## config.mk

```make
export PLATFORM = sky130hd
export DESIGN_NAME = lru_page_buffer_pool
export DESIGN_NICKNAME = d
export VERILOG_FILES = /design/src/hw/rtl/lpb_pkg.sv /design/src/hw/rtl/lpb_out_reg.sv /design/src/hw/rtl/lru_page_buffer_pool.sv
export SDC_FILE = /design/constraint.sdc
export NUM_CORES = 2
export LEC_CHECK = 0
export BUFFER_PORTS_ARGS = -buffer_cell sky130_fd_sc_hd__buf_2
export CAP_MARGIN = 25
export CORE_MARGIN = 5
export CORE_UTILIZATION = 62
export CTS_BUF_LIST = sky130_fd_sc_hd__clkbuf_4 sky130_fd_sc_hd__clkbuf_8 sky130_fd_sc_hd__clkbuf_16
export DETAILED_ROUTE_END_ITERATION = 8
export PLACE_DENSITY = 0.79
export SLEW_MARGIN = 20
export SYNTH_ARGS = -nofsm -noshare
export SYNTH_HDL_FRONTEND = slang
export SYNTH_SLANG_ARGS = --single-unit
```

## constraint.sdc

```tcl
create_clock -name i_clk -period 8.8 [get_ports i_clk]
set_input_delay 0.88 -clock i_clk [delete_from_list [all_inputs] [get_ports i_clk]]
set_output_delay 0.88 -clock i_clk [all_outputs]
set_load 0.02 [all_outputs]
```

## src/hw/rtl/lpb_pkg.sv

```systemverilog
// Shared types, command codes and default sizes for the LRU page buffer pool.
package lpb_pkg;

    localparam int DEF_NUM_SLOTS = 16;
    localparam int DEF_FILE_BITS = 10;
    localparam int DEF_PAGE_BITS = 24;
    localparam int DEF_PIN_BITS  = 8;

    localparam int CMD_BITS = 3;

    localparam logic [CMD_BITS-1:0] CMD_GET   = 3'd0;
    localparam logic [CMD_BITS-1:0] CMD_ALLOC = 3'd1;
    localparam logic [CMD_BITS-1:0] CMD_DIRTY = 3'd2;
    localparam logic [CMD_BITS-1:0] CMD_UNPIN = 3'd3;
    localparam logic [CMD_BITS-1:0] CMD_FORCE = 3'd4;
    localparam logic [CMD_BITS-1:0] CMD_FLUSH = 3'd5;

    typedef enum logic [3:0] {
        ST_IDLE,
        ST_LOOKUP,
        ST_UPDATE,
        ST_CLAIM,
        ST_VSEARCH,
        ST_UNLINK,
        ST_LINK,
        ST_INVAL,
        ST_FILL,
        ST_EMIT,
        ST_FWALK
    } t_state;

endpackage

```

## src/hw/rtl/lpb_out_reg.sv

```systemverilog
// Output register that holds one result transfer until the consumer takes it.
module lpb_out_reg #(
    parameter int W = 8
) (
    input  logic         i_clk,
    input  logic         i_rst_n,
    input  logic         i_load,
    input  logic [W-1:0] i_data,
    input  logic         i_ready,
    output logic         o_valid,
    output logic [W-1:0] o_data
);

    logic         r_valid;
    logic [W-1:0] r_data;

    always_ff @(posedge i_clk) begin
        if (!i_rst_n) begin
            r_valid <= 1'b0;
        end else if (i_load) begin
            r_valid <= 1'b1;
        end else if (i_ready) begin
            r_valid <= 1'b0;
        end
    end

    always_ff @(posedge i_clk) begin
        if (i_load) begin
            r_data <= i_data;
        end
    end

    assign o_valid = r_valid;
    assign o_data  = r_data;

endmodule

```

## src/hw/rtl/lru_page_buffer_pool.sv

```systemverilog
// Top level of the LRU page buffer pool: command sequencer, slot state and list links.
// A lookup scans the slots in order from slot 0; a get that misses and an allocate claim a free
// slot, or else search the list from its tail for an unpinned victim. A flush walks the list from
// its head and stalls on the result port. Throughput: one command at a time, accepted the cycle
// after the final result loads. Reset: synchronous, active low; the tag stores, the command
// context and the result under construction are not reset, r_claim apart.
module lru_page_buffer_pool #(
    parameter int NUM_SLOTS = lpb_pkg::DEF_NUM_SLOTS,
    parameter int FILE_BITS = lpb_pkg::DEF_FILE_BITS,
    parameter int PAGE_BITS = lpb_pkg::DEF_PAGE_BITS,
    parameter int PIN_BITS  = lpb_pkg::DEF_PIN_BITS,
    localparam int SW = $clog2(NUM_SLOTS),
    localparam int LW = $clog2(NUM_SLOTS + 1)
) (
    input  logic                         i_clk,
    input  logic                         i_rst_n,
    input  logic                         i_in_valid,
    output logic                         o_in_ready,
    input  logic [lpb_pkg::CMD_BITS-1:0] i_command,
    input  logic [FILE_BITS-1:0]         i_file_id,
    input  logic [PAGE_BITS-1:0]         i_page_num,
    output logic                         o_out_valid,
    input  logic                         i_out_ready,
    output logic                         o_status,
    output logic                         o_hit,
    output logic [SW-1:0]                o_slot,
    output logic                         o_writeback_valid,
    output logic [FILE_BITS-1:0]         o_writeback_file,
    output logic [PAGE_BITS-1:0]         o_writeback_page,
    output logic [SW-1:0]                o_writeback_slot,
    output logic                         o_fill_valid,
    output logic                         o_last
);

    // The list code one past the last slot stands for "no slot".
    localparam logic [LW-1:0]       NIL     = LW'(NUM_SLOTS);
    localparam logic [SW-1:0]       IDX_END = SW'(NUM_SLOTS - 1);
    localparam logic [PIN_BITS-1:0] PIN_MAX = {PIN_BITS{1'b1}};
    localparam int                  OW      = 5 + 2 * SW + FILE_BITS + PAGE_BITS;

    lpb_pkg::t_state r_state, n_state;

    // Slot state.
    logic [FILE_BITS-1:0] r_tfile [NUM_SLOTS];
    logic [PAGE_BITS-1:0] r_tpage [NUM_SLOTS];
    logic                 r_valid [NUM_SLOTS];
    logic [PIN_BITS-1:0]  r_pin   [NUM_SLOTS];
    logic                 r_dirty [NUM_SLOTS];
    logic [LW-1:0]        r_prev  [NUM_SLOTS];
    logic [LW-1:0]        r_next  [NUM_SLOTS];
    logic [LW-1:0]        r_head, r_tail, r_free;

    // Command context.
    logic [lpb_pkg::CMD_BITS-1:0] r_cmd;
    logic [FILE_BITS-1:0]         r_f;
    logic [PAGE_BITS-1:0]         r_p;
    logic [SW-1:0]                r_s;
    logic [SW-1:0]                r_idx;
    logic [LW-1:0]                r_ptr;
    logic [LW-1:0]                r_steps;
    logic                         r_claim;

    // Result under construction.
    logic                 r_status, r_hit, r_wbv, r_fill;
    logic [SW-1:0]        r_rslot, r_wbs;
    logic [FILE_BITS-1:0] r_wbf;
    logic [PAGE_BITS-1:0] r_wbp;

    // The single shared file-and-page tag comparator looks at the slot chosen by the scan index.
    logic w_match;
    assign w_match = r_valid[r_idx] && (r_tfile[r_idx] == r_f) && (r_tpage[r_idx] == r_p);

    // The list walker (victim search and flush) follows r_ptr.
    logic [SW-1:0] w_ps;
    logic          w_pnil;
    logic          w_wdone;
    logic          w_fmatch;
    assign w_ps     = r_ptr[SW-1:0];
    assign w_pnil   = (r_ptr >= NIL);
    assign w_wdone  = w_pnil || (r_steps == NIL);
    assign w_fmatch = !w_pnil && (r_tfile[w_ps] == r_f);

    // Unlink target: the walker's slot during a flush, otherwise the command's slot.
    logic [SW-1:0] w_u;
    logic [LW-1:0] w_un, w_up;
    assign w_u  = (r_state == lpb_pkg::ST_FWALK) ? w_ps : r_s;
    assign w_un = r_next[w_u];
    assign w_up = r_prev[w_u];

    logic [PIN_BITS-1:0] w_pin_dec;
    assign w_pin_dec = (r_pin[r_s] != '0) ? r_pin[r_s] - 1'b1 : '0;

    logic w_out_free;
    logic w_fstall;
    logic w_fstep;
    assign w_out_free = !o_out_valid || i_out_ready;
    assign w_fstall   = !w_wdone && w_fmatch && r_dirty[w_ps] && !w_out_free;
    assign w_fstep    = (r_state == lpb_pkg::ST_FWALK) && !w_wdone && !w_fstall;

    logic w_accept;
    assign w_accept = i_in_valid && o_in_ready;

    // Next state.
    always_comb begin
        n_state = r_state;
        case (r_state)
            lpb_pkg::ST_IDLE: begin
                if (i_in_valid) begin
                    case (i_command)
                        lpb_pkg::CMD_GET, lpb_pkg::CMD_DIRTY,
                        lpb_pkg::CMD_UNPIN, lpb_pkg::CMD_FORCE: n_state = lpb_pkg::ST_LOOKUP;
                        lpb_pkg::CMD_ALLOC:                     n_state = lpb_pkg::ST_CLAIM;
                        lpb_pkg::CMD_FLUSH:                     n_state = lpb_pkg::ST_FWALK;
                        default:                                n_state = lpb_pkg::ST_EMIT;
                    endcase
                end
            end
            lpb_pkg::ST_LOOKUP: begin
                if (w_match) begin
                    n_state = (r_cmd == lpb_pkg::CMD_GET) ? lpb_pkg::ST_UNLINK
                                                          : lpb_pkg::ST_UPDATE;
                end else if (r_idx == IDX_END) begin
                    n_state = (r_cmd == lpb_pkg::CMD_GET) ? lpb_pkg::ST_CLAIM
                                                          : lpb_pkg::ST_EMIT;
                end
            end
            lpb_pkg::ST_UPDATE: begin
                case (r_cmd)
                    lpb_pkg::CMD_DIRTY: n_state = lpb_pkg::ST_UNLINK;
                    lpb_pkg::CMD_UNPIN: n_state = (w_pin_dec == '0) ? lpb_pkg::ST_UNLINK
                                                                    : lpb_pkg::ST_EMIT;
                    default:            n_state = lpb_pkg::ST_EMIT;
                endcase
            end
            lpb_pkg::ST_CLAIM: begin
                n_state = (r_free < NIL) ? lpb_pkg::ST_LINK : lpb_pkg::ST_VSEARCH;
            end
            lpb_pkg::ST_VSEARCH: begin
                if (w_pnil || (r_steps == NIL)) begin
                    n_state = lpb_pkg::ST_EMIT;
                end else if (r_pin[w_ps] == '0) begin
                    n_state = lpb_pkg::ST_UNLINK;
                end
            end
            lpb_pkg::ST_UNLINK: n_state = lpb_pkg::ST_LINK;
            lpb_pkg::ST_LINK: begin
                if (!r_claim) begin
                    n_state = lpb_pkg::ST_EMIT;
                end else if (r_cmd == lpb_pkg::CMD_ALLOC) begin
                    n_state = lpb_pkg::ST_INVAL;
                end else begin
                    n_state = lpb_pkg::ST_FILL;
                end
            end
            lpb_pkg::ST_INVAL: begin
                if (r_idx == IDX_END) begin
                    n_state = lpb_pkg::ST_FILL;
                end
            end
            lpb_pkg::ST_FILL: n_state = lpb_pkg::ST_EMIT;
            lpb_pkg::ST_EMIT: begin
                if (w_out_free) begin
                    n_state = lpb_pkg::ST_IDLE;
                end
            end
            lpb_pkg::ST_FWALK: begin
                if (w_wdone && w_out_free) begin
                    n_state = lpb_pkg::ST_IDLE;
                end
            end
            default: n_state = lpb_pkg::ST_IDLE;
        endcase
    end

    always_ff @(posedge i_clk) begin
        if (!i_rst_n) begin
            r_state <= lpb_pkg::ST_IDLE;
        end else begin
            r_state <= n_state;
        end
    end

    // Outputs of the sequencer: input ready and the result transfer to load.
    logic          w_load;
    logic [OW-1:0] w_odata;
    logic [OW-1:0] w_oreg;

    always_comb begin
        o_in_ready = (r_state == lpb_pkg::ST_IDLE);
        w_load     = 1'b0;
        w_odata    = '0;
        case (r_state)
            lpb_pkg::ST_EMIT: begin
                w_load  = w_out_free;
                w_odata = {r_status, r_hit, r_rslot, r_wbv, r_wbf, r_wbp, r_wbs,
                           r_fill, 1'b1};
            end
            lpb_pkg::ST_FWALK: begin
                if (w_wdone) begin
                    // The closing transfer of a flush carries only the last flag.
                    w_load  = w_out_free;
                    w_odata = {{(OW - 1){1'b0}}, 1'b1};
                end else begin
                    // A dirty page of the file goes out in a transfer of its own.
                    w_load  = w_fmatch && r_dirty[w_ps] && w_out_free;
                    w_odata = {1'b0, 1'b0, {SW{1'b0}}, 1'b1, r_tfile[w_ps], r_tpage[w_ps],
                               w_ps, 1'b0, 1'b0};
                end
            end
            default: begin
                w_load  = 1'b0;
                w_odata = '0;
            end
        endcase
    end

    lpb_out_reg #(
        .W(OW)
    ) u_out_reg (
        .i_clk   (i_clk),
        .i_rst_n (i_rst_n),
        .i_load  (w_load),
        .i_data  (w_odata),
        .i_ready (i_out_ready),
        .o_valid (o_out_valid),
        .o_data  (w_oreg)
    );

    assign {o_status, o_hit, o_slot, o_writeback_valid, o_writeback_file, o_writeback_page,
            o_writeback_slot, o_fill_valid, o_last} = w_oreg;

    // Slot state and list maintenance. Where this block assigns the same entry twice, the later
    // assignment wins, which is how a flushed slot's next link ends up pointing at the free list.
    always_ff @(posedge i_clk) begin
        if (!i_rst_n) begin
            for (int i = 0; i < NUM_SLOTS; i++) begin
                r_valid[i] <= 1'b0;
                r_pin[i]   <= '0;
                r_dirty[i] <= 1'b0;
                r_prev[i]  <= (i == 0) ? NIL : LW'(i - 1);
                r_next[i]  <= LW'(i + 1);
            end
            r_head <= NIL;
            r_tail <= NIL;
            r_free <= '0;
        end else begin
            case (r_state)
                lpb_pkg::ST_LOOKUP: begin
                    if (w_match && (r_cmd == lpb_pkg::CMD_GET) && (r_pin[r_idx] != PIN_MAX)) begin
                        r_pin[r_idx] <= r_pin[r_idx] + 1'b1;
                    end
                end
                lpb_pkg::ST_UPDATE: begin
                    case (r_cmd)
                        lpb_pkg::CMD_DIRTY: r_dirty[r_s] <= 1'b1;
                        lpb_pkg::CMD_UNPIN: r_pin[r_s]   <= w_pin_dec;
                        default:            r_dirty[r_s] <= 1'b0;
                    endcase
                end
                lpb_pkg::ST_CLAIM: begin
                    if (r_free < NIL) begin
                        r_free <= r_next[r_free[SW-1:0]];
                    end
                end
                lpb_pkg::ST_VSEARCH: begin
                    if (!w_pnil && (r_steps != NIL) && (r_pin[w_ps] == '0)) begin
                        r_dirty[w_ps] <= 1'b0;
                        r_valid[w_ps] <= 1'b0;
                    end
                end
                lpb_pkg::ST_UNLINK, lpb_pkg::ST_FWALK: begin
                    if ((r_state == lpb_pkg::ST_UNLINK) || (w_fstep && w_fmatch)) begin
                        if (r_head == LW'(w_u)) begin
                            r_head <= w_un;
                        end
                        if (r_tail == LW'(w_u)) begin
                            r_tail <= w_up;
                        end
                        if (w_un < NIL) begin
                            r_prev[w_un[SW-1:0]] <= w_up;
                        end
                        if (w_up < NIL) begin
                            r_next[w_up[SW-1:0]] <= w_un;
                        end
                        r_prev[w_u] <= NIL;
                        r_next[w_u] <= NIL;
                        if (r_state == lpb_pkg::ST_FWALK) begin
                            r_dirty[w_u] <= 1'b0;
                            r_valid[w_u] <= 1'b0;
                            r_next[w_u]  <= r_free;
                            r_free       <= r_ptr;
                        end
                    end
                end
                lpb_pkg::ST_LINK: begin
                    r_next[r_s] <= r_head;
                    r_prev[r_s] <= NIL;
                    if (r_head < NIL) begin
                        r_prev[r_head[SW-1:0]] <= LW'(r_s);
                    end
                    r_head <= LW'(r_s);
                    if (r_tail >= NIL) begin
                        r_tail <= LW'(r_s);
                    end
                end
                lpb_pkg::ST_INVAL: begin
                    if ((r_idx != r_s) && w_match) begin
                        r_valid[r_idx] <= 1'b0;
                    end
                end
                lpb_pkg::ST_FILL: begin
                    r_valid[r_s] <= 1'b1;
                    r_dirty[r_s] <= 1'b0;
                    r_pin[r_s]   <= PIN_BITS'(1);
                end
                default: begin
                end
            endcase
        end
    end

    // Tags have no reset: they are read only for slots that have been filled.
    always_ff @(posedge i_clk) begin
        if (r_state == lpb_pkg::ST_FILL) begin
            r_tfile[r_s] <= r_f;
            r_tpage[r_s] <= r_p;
        end
    end

    // Command context and the result being assembled.
    always_ff @(posedge i_clk) begin
        if (!i_rst_n) begin
            r_claim <= 1'b0;
        end else begin
            case (r_state)
                lpb_pkg::ST_IDLE: begin
                    if (w_accept) begin
                        r_cmd    <= i_command;
                        r_f      <= i_file_id;
                        r_p      <= i_page_num;
                        r_idx    <= '0;
                        r_steps  <= '0;
                        r_ptr    <= r_head;
                        r_claim  <= 1'b0;
                        r_status <= 1'b0;
                        r_hit    <= 1'b0;
                        r_rslot  <= '0;
                        r_wbv    <= 1'b0;
                        r_wbf    <= '0;
                        r_wbp    <= '0;
                        r_wbs    <= '0;
                        r_fill   <= 1'b0;
                    end
                end
                lpb_pkg::ST_LOOKUP: begin
                    if (w_match) begin
                        r_s     <= r_idx;
                        r_hit   <= 1'b1;
                        r_rslot <= r_idx;
                    end else begin
                        r_idx <= r_idx + 1'b1;
                    end
                end
                lpb_pkg::ST_UPDATE: begin
                    if ((r_cmd == lpb_pkg::CMD_FORCE) && r_dirty[r_s]) begin
                        r_wbv <= 1'b1;
                        r_wbf <= r_tfile[r_s];
                        r_wbp <= r_tpage[r_s];
                        r_wbs <= r_s;
                    end
                end
                lpb_pkg::ST_CLAIM: begin
                    if (r_free < NIL) begin
                        r_s     <= r_free[SW-1:0];
                        r_claim <= 1'b1;
                    end else begin
                        r_ptr   <= r_tail;
                        r_steps <= '0;
                    end
                end
                lpb_pkg::ST_VSEARCH: begin
                    if (w_pnil || (r_steps == NIL)) begin
                        r_status <= 1'b1;
                    end else if (r_pin[w_ps] == '0) begin
                        r_s     <= w_ps;
                        r_claim <= 1'b1;
                        if (r_dirty[w_ps]) begin
                            r_wbv <= 1'b1;
                            r_wbf <= r_tfile[w_ps];
                            r_wbp <= r_tpage[w_ps];
                            r_wbs <= w_ps;
                        end
                    end else begin
                        r_ptr   <= r_prev[w_ps];
                        r_steps <= r_steps + 1'b1;
                    end
                end
                lpb_pkg::ST_LINK: begin
                    r_idx <= '0;
                end
                lpb_pkg::ST_INVAL: begin
                    r_idx <= r_idx + 1'b1;
                end
                lpb_pkg::ST_FILL: begin
                    r_rslot <= r_s;
                    r_fill  <= (r_cmd == lpb_pkg::CMD_GET);
                end
                lpb_pkg::ST_FWALK: begin
                    if (w_fstep) begin
                        r_ptr   <= r_next[w_ps];
                        r_steps <= r_steps + 1'b1;
                    end
                end
                default: begin
                end
            endcase
        end
    end

    // The LRU list is either empty at both ends or at neither.
    assert property (@(posedge i_clk) disable iff (!i_rst_n)
        (r_head >= NIL) == (r_tail >= NIL))
        else $error("LRU head and tail disagree on an empty list");

    // Between commands the head of the list has no predecessor.
    assert property (@(posedge i_clk) disable iff (!i_rst_n)
        (r_state == lpb_pkg::ST_IDLE && r_head < NIL) |-> (r_prev[r_head[SW-1:0]] == NIL))
        else $error("LRU head has a predecessor");

    // A resident page never asks for a fill.
    assert property (@(posedge i_clk) disable iff (!i_rst_n)
        o_out_valid |-> !(o_hit && o_fill_valid))
        else $error("hit transfer requests a fill");

    // A failed claim closes the command and carries nothing else.
    assert property (@(posedge i_clk) disable iff (!i_rst_n)
        (o_out_valid && o_status) |-> (o_last && !o_fill_valid && !o_writeback_valid))
        else $error("no-slot transfer carries extra fields");

    // A flush writeback transfer is never the last one of its command.
    assert property (@(posedge i_clk) disable iff (!i_rst_n)
        (w_load && r_state == lpb_pkg::ST_FWALK && !w_wdone) |-> !w_odata[0])
        else $error("flush writeback marked as last");

endmodule
```

# After elaboration in Yosys (flattened, before gate mapping)
# Memories as Yosys holds them, arrays and structs flattened. A register that Yosys moved wholly into a read port is not among the register bits.
# Index checks and enable logic that the tools add are counted.
[classes] n_addsub=4 magnitude_cmp=6 eq_ne=52 muxes=212 bitwise_logic=4 reduce_logical=78
[op_table] operator="4-bit two-way mux" n=55
[op_table] operator="5-bit two-way mux" n=26
[op_table] operator="24-bit two-way mux" n=5
[op_table] operator="47-bit case mux with 2 select lines" n=1
[op_table] operator="1-bit two-way mux" n=93
[op_table] operator="24-bit case mux with 3 select lines" n=1
[op_table] operator="10-bit two-way mux" n=5
[op_table] operator="4-bit case mux with 3 select lines" n=4
[op_table] operator="4-bit case mux with 11 select lines" n=1
[op_table] operator="41-bit two-way mux" n=1
[op_table] operator="5-bit case mux with 4 select lines" n=2
[op_table] operator="2-bit inequality test (second input constant)" n=19
[op_table] operator="5-bit OR reduction" n=7
[op_table] operator="8-bit two-way mux" n=4
[op_table] operator="10-bit case mux with 3 select lines" n=1
[op_table] operator="5-bit case mux with 2 select lines" n=3
[op_table] operator="24-bit equality test" n=1
[op_table] operator="4-bit AND reduction" n=6
[op_table] operator="10-bit equality test" n=2
[op_table] operator="5-bit < comparator (second input constant)" n=4
[op_table] operator="1-bit logical AND" n=19
[op_table] operator="4-bit by 3-bit equality test with 1-bit output (second input constant)" n=4
[op_table] operator="4-bit equality test (second input constant)" n=4
[op_table] operator="8-bit logical NOT" n=2
[op_table] operator="40 further kinds" n=86
[word_totals] ff_bits=169 ram_bits=864 input_bits=41 output_inout_bits=49 word_cells=385 mem_count=7
[mem_list] name="r_tpage" depth=16 word_bits=24 read_ports=3 rd_ports_with_merged_regs=3 write_ports=1 line="lru_page_buffer_pool.sv:45" text="logic [PAGE_BITS-1:0] r_tpage [NUM_SLOTS];"
[mem_list] name="r_tfile" depth=16 word_bits=10 read_ports=3 rd_ports_with_merged_regs=3 write_ports=1 line="lru_page_buffer_pool.sv:44" text="logic [FILE_BITS-1:0] r_tfile [NUM_SLOTS];"
[mem_list] name="r_pin" depth=16 word_bits=8 read_ports=3 rd_ports_with_merged_regs=3 write_ports=16 line="lru_page_buffer_pool.sv:47" text="logic [PIN_BITS-1:0] r_pin [NUM_SLOTS];"
[mem_list] name="r_next" depth=16 word_bits=5 read_ports=3 rd_ports_with_merged_regs=2 write_ports=16 line="lru_page_buffer_pool.sv:50" text="logic [LW-1:0] r_next [NUM_SLOTS];"
[mem_list] name="r_prev" depth=16 word_bits=5 read_ports=2 rd_ports_with_merged_regs=1 write_ports=16 line="lru_page_buffer_pool.sv:49" text="logic [LW-1:0] r_prev [NUM_SLOTS];"
[mem_list] name="r_dirty" depth=16 word_bits=1 read_ports=2 rd_ports_with_merged_regs=2 write_ports=16 line="lru_page_buffer_pool.sv:48" text="logic r_dirty [NUM_SLOTS];"
[mem_list] name="+1 memories"

# Longest topological paths before layout
[logic_depth] depth_word=18 depth_mapped=20 ltp_nobuf=15

# Hierarchy
# Synthesis repeated with hierarchy kept, for this count alone.
[unflattened] hier_cells=3866 hier_area_um2=58137.0
[by_module_without_submodules] mod="lru_page_buffer_pool" instances=1 cells_per_inst=3816 area_per_inst_um2=56684.4
[by_module_without_submodules] mod="lpb_out_reg" instances=1 cells_per_inst=50 area_per_inst_um2=1452.6

# Worst setup path before layout
# No wires, ideal clock.
[synth_path] kind="register -> register" from="register (tool-made name)" to="register r_wbf[0] (enable)" setup_time_ns=0.492 t_arrival_ns=5.595 t_required_ns=8.308 path_slack_ns=2.713 stages_incl_launch_ff=9 path_buffers=4 synth_period_minus_slack_ns=6.087 path_cell_list="dfxtp_1 buf_2 buf_1 clkbuf_1 buf_1 mux4_2 mux4_2 a31oi_1 nor3b_1"
[synth_rtl] element="end signal, assigned" line="lru_page_buffer_pool.sv:367" text="r_wbf <= r_tfile[r_s];"
[synth_rtl] element="end signal, assigned" line="lru_page_buffer_pool.sv:389" text="r_wbf <= r_tfile[w_ps];"
[synth_rtl] element="end, declared" line="lru_page_buffer_pool.sv:66" text="logic [FILE_BITS-1:0] r_wbf;"

==> reports/metrics.csv <==
metric,value,unit
status,"complete, no violations",
period_needed,6.507,ns
dp_cells,5003,
core,0.09305,sq mm
cts_tree,built,
grt_overflow,0,
yosysSeqAreaShare,0.5319,
path_max_fanout,61,
cpPeakStageDelay,0.82,ns
synth_edf_count,980,
ys.flop_type,edfxtp_1,
die_area,0.09964,sq mm
cts_resized,0,
wirelength,184400,um
cpMaxStageDelayCell,dfxtp_4,
initialDrtViolationCount,8012,
instances_no_fill,5210,
layout_common_cells,"edfxtp_1, mux4_2, nand2_1",
gp_congestion,0.9726,
cap_violations,0,
rsz0062_at_grt,false,
yosysUniqueCellTypes,88,
grt_pass1_vias,40190,
cts.sinks,1049,
yosysWarningCount,0,
clock_latency,0.71,ns
crit_family,compound AO/OA/AOI/OAI gates,
track_usage,0.3678,
p_comb_frac,0.419,
ctsHoldBuffers,0,
cts_made_buffers,108,
slew_violations,0,
cp.arrival,6.87,ns
cp_num_buf_inv,2,
portBuffers,89,
hold_class,in -> reg,
syn_area_per_cell,14.96,sq um
antenna_found_initial,3,
post-cts-setup-buffers,0,
stdcell_area,0.06357,sq mm
syn_to_final_growth,9.741,%
grt_max_degree,87,
worstPathRequired,9.16,ns
fillers,6100,
startpoint_type,flop,
placed_area,0.05964,sq mm
start_util,0.6225,
rows,112,
die_y,315.7,um
power_switching,7.695,mW
worstPathCellList,buf_12 > nor2b_1 > a22o_1 > a221oi_1 > xnor2_1 > a41oi_1 > a211oi_1 > nand4_1 > inv_1 > ha_1 > o2111ai_1 > o22ai_1 > nand2_1 > nand2_1,
synth_fp_nets,3920,
synth_area,0.05793,sq mm
timing.setup.tns,0,ns
relSlewSlack,0.2000,
ys_seq_elements,1049,
htreeDepth,3,
route.detailed.drc,0,
postSynthCellCount,3871,
p_sw_frac,0.3764,
crit_path_end_kind,flop,
vias_per_cell,7.921,
tightest_slew,1.189,ns
max_freq,153.7,MHz
power_density,321.6,mW/mm^2
grt_first_pass_wirelength,269100,um
power_frac_seq,0.337,
clockBufferDepth,3,
setup_viol,0,
p_int,12.75,mW
min_period_over_period,0.7394,
wl_per_cell,35.40,um
layout_commonest_cell,edfxtp_1,
die_width,315.7,um
cp_common_cell,nand2_1,
fin_skew,0.03138,ns
clock_tree.root_cell,clkbuf_16,
drt_first_pass_iters,8,
crit_type,reg -> reg,
hold_viol_final,0,
vias,41270,
drive_gt1_frac,0.2804,
async_reset_ff_frac,0,
clk_pin_slew,0.06,ns
dpl.hpwl,112800,um
vdd_drop_max,0.2557,mV
power.share.clock,0.245,
io_pins,90,
drt.antenna.violating_nets,0,
cellLeakagePower,20.58,nW
nNetsFinal,3913,
## worst paths after layout
| path | start | cells after the start | slack [ns] | endpoint |
|---|---|---|---|---|
| setup reg to reg | flop | 14 | 2.29 | r_pin[15][0] |
| hold reg to reg | r_valid[15] | 2 | 0.46 | r_valid[15] |
| hold / removal | i_page_num[14] | 1 | 0.34 | r_p[14] |
| setup / recovery | flop | 14 | 2.29 | r_pin[15][0] |
## stage by stage
step	worst slack (ns)	hold WS [ns]	util	power, mW
6_report	2.293	0.3431	0.6832	20.44
5_1_grt	2.058	0.3325	0.6832	21.03
3_5_place_dp	2.415	0.4472	0.6410	15.21
3_3_place_gp	2.611	0.4433	0.6406	15.06
4_1_cts	2.401	0.3199	0.6824	20.17
2_1_floorplan	2.713	0.4316	-	12.64
## cell usage after synthesis (all sizes together), types with 30 or more instances
library cell / count / area share
nor2: 288 / 0.019
nand2: 300 / 0.019
a22o: 81 / 0.012
a21oi: 63 / 0.0054
mux2: 37 / 0.0072
o22ai: 79 / 0.0085
mux2i: 180 / 0.031
nor4: 48 / 0.0052
xnor2: 46 / 0.0070
o21ai: 107 / 0.0092
and2: 30 / 0.0032
inv: 43 / 0.0028
nor3: 44 / 0.0039
a22oi: 67 / 0.0087
clkbuf: 178 / 0.012
dfxtp: 69 / 0.024
mux4: 629 / 0.24
nand3: 127 / 0.011
edfxtp: 980 / 0.51
buf: 122 / 0.011
## routing by layer
layer  vias to the layer above  GRT usage  routed length (um)
li1                      15970          -                   -
met1                     20330     0.5044               60640
met2                      4260     0.5459               82480
met3                       707     0.1201               30850
met4                         0     0.1697               10450
met5                         -          0                   0
## flip-flops by register name, indices dropped and copies added, names as in the netlist, 5 cells and up, named ones only
signal / cells
u_out_reg.o_data: 47
r_head: 5
r_valid: 16
r_next: 80
r_dirty: 16
r_tail: 5
r_p: 24
r_f: 10
r_prev: 80
r_steps: 5
r_pin: 128
r_tpage: 384
r_free: 5
r_tfile: 160
r_wbp: 24
r_ptr: 5
r_wbf: 10
## power by group through the flow
stage	Combinational, mW	Sequential, mW	Clock (mW)
floorplan	6.43	6.21	0
global placement	8.13	6.93	0
detailed placement	8.25	6.96	0
CTS	8.32	6.86	5.00
global route	8.87	6.93	5.23
finish	8.56	6.88	5.00
## area by class of cell
class,instances,area (sq um),share of cell area
inverter,44,165.2,0.002598
tap,1254,1569,0.02468
multi-input combinational,2478,25880,0.4072
sequential,1049,30850,0.4854
antenna,1,2.502,0.00003936
clock inverter,72,930.9,0.01464
timing repair buffer,183,1237,0.01947
clock buffer,129,2925,0.04602
## cells by family after synthesis
| logic type | Yosys count | share of synthesized area |
|---|---|---|
| simple gates | 983 | 0.07897 |
| mux | 846 | 0.2831 |
| buf+inv | 344 | 0.02516 |
| xor+xnor | 68 | 0.01028 |
| compound gates | 573 | 0.06886 |
| fa+ha+maj | 8 | 0.001728 |
| flops | 1049 | 0.5319 |
Power figures use the tool's default switching activity.
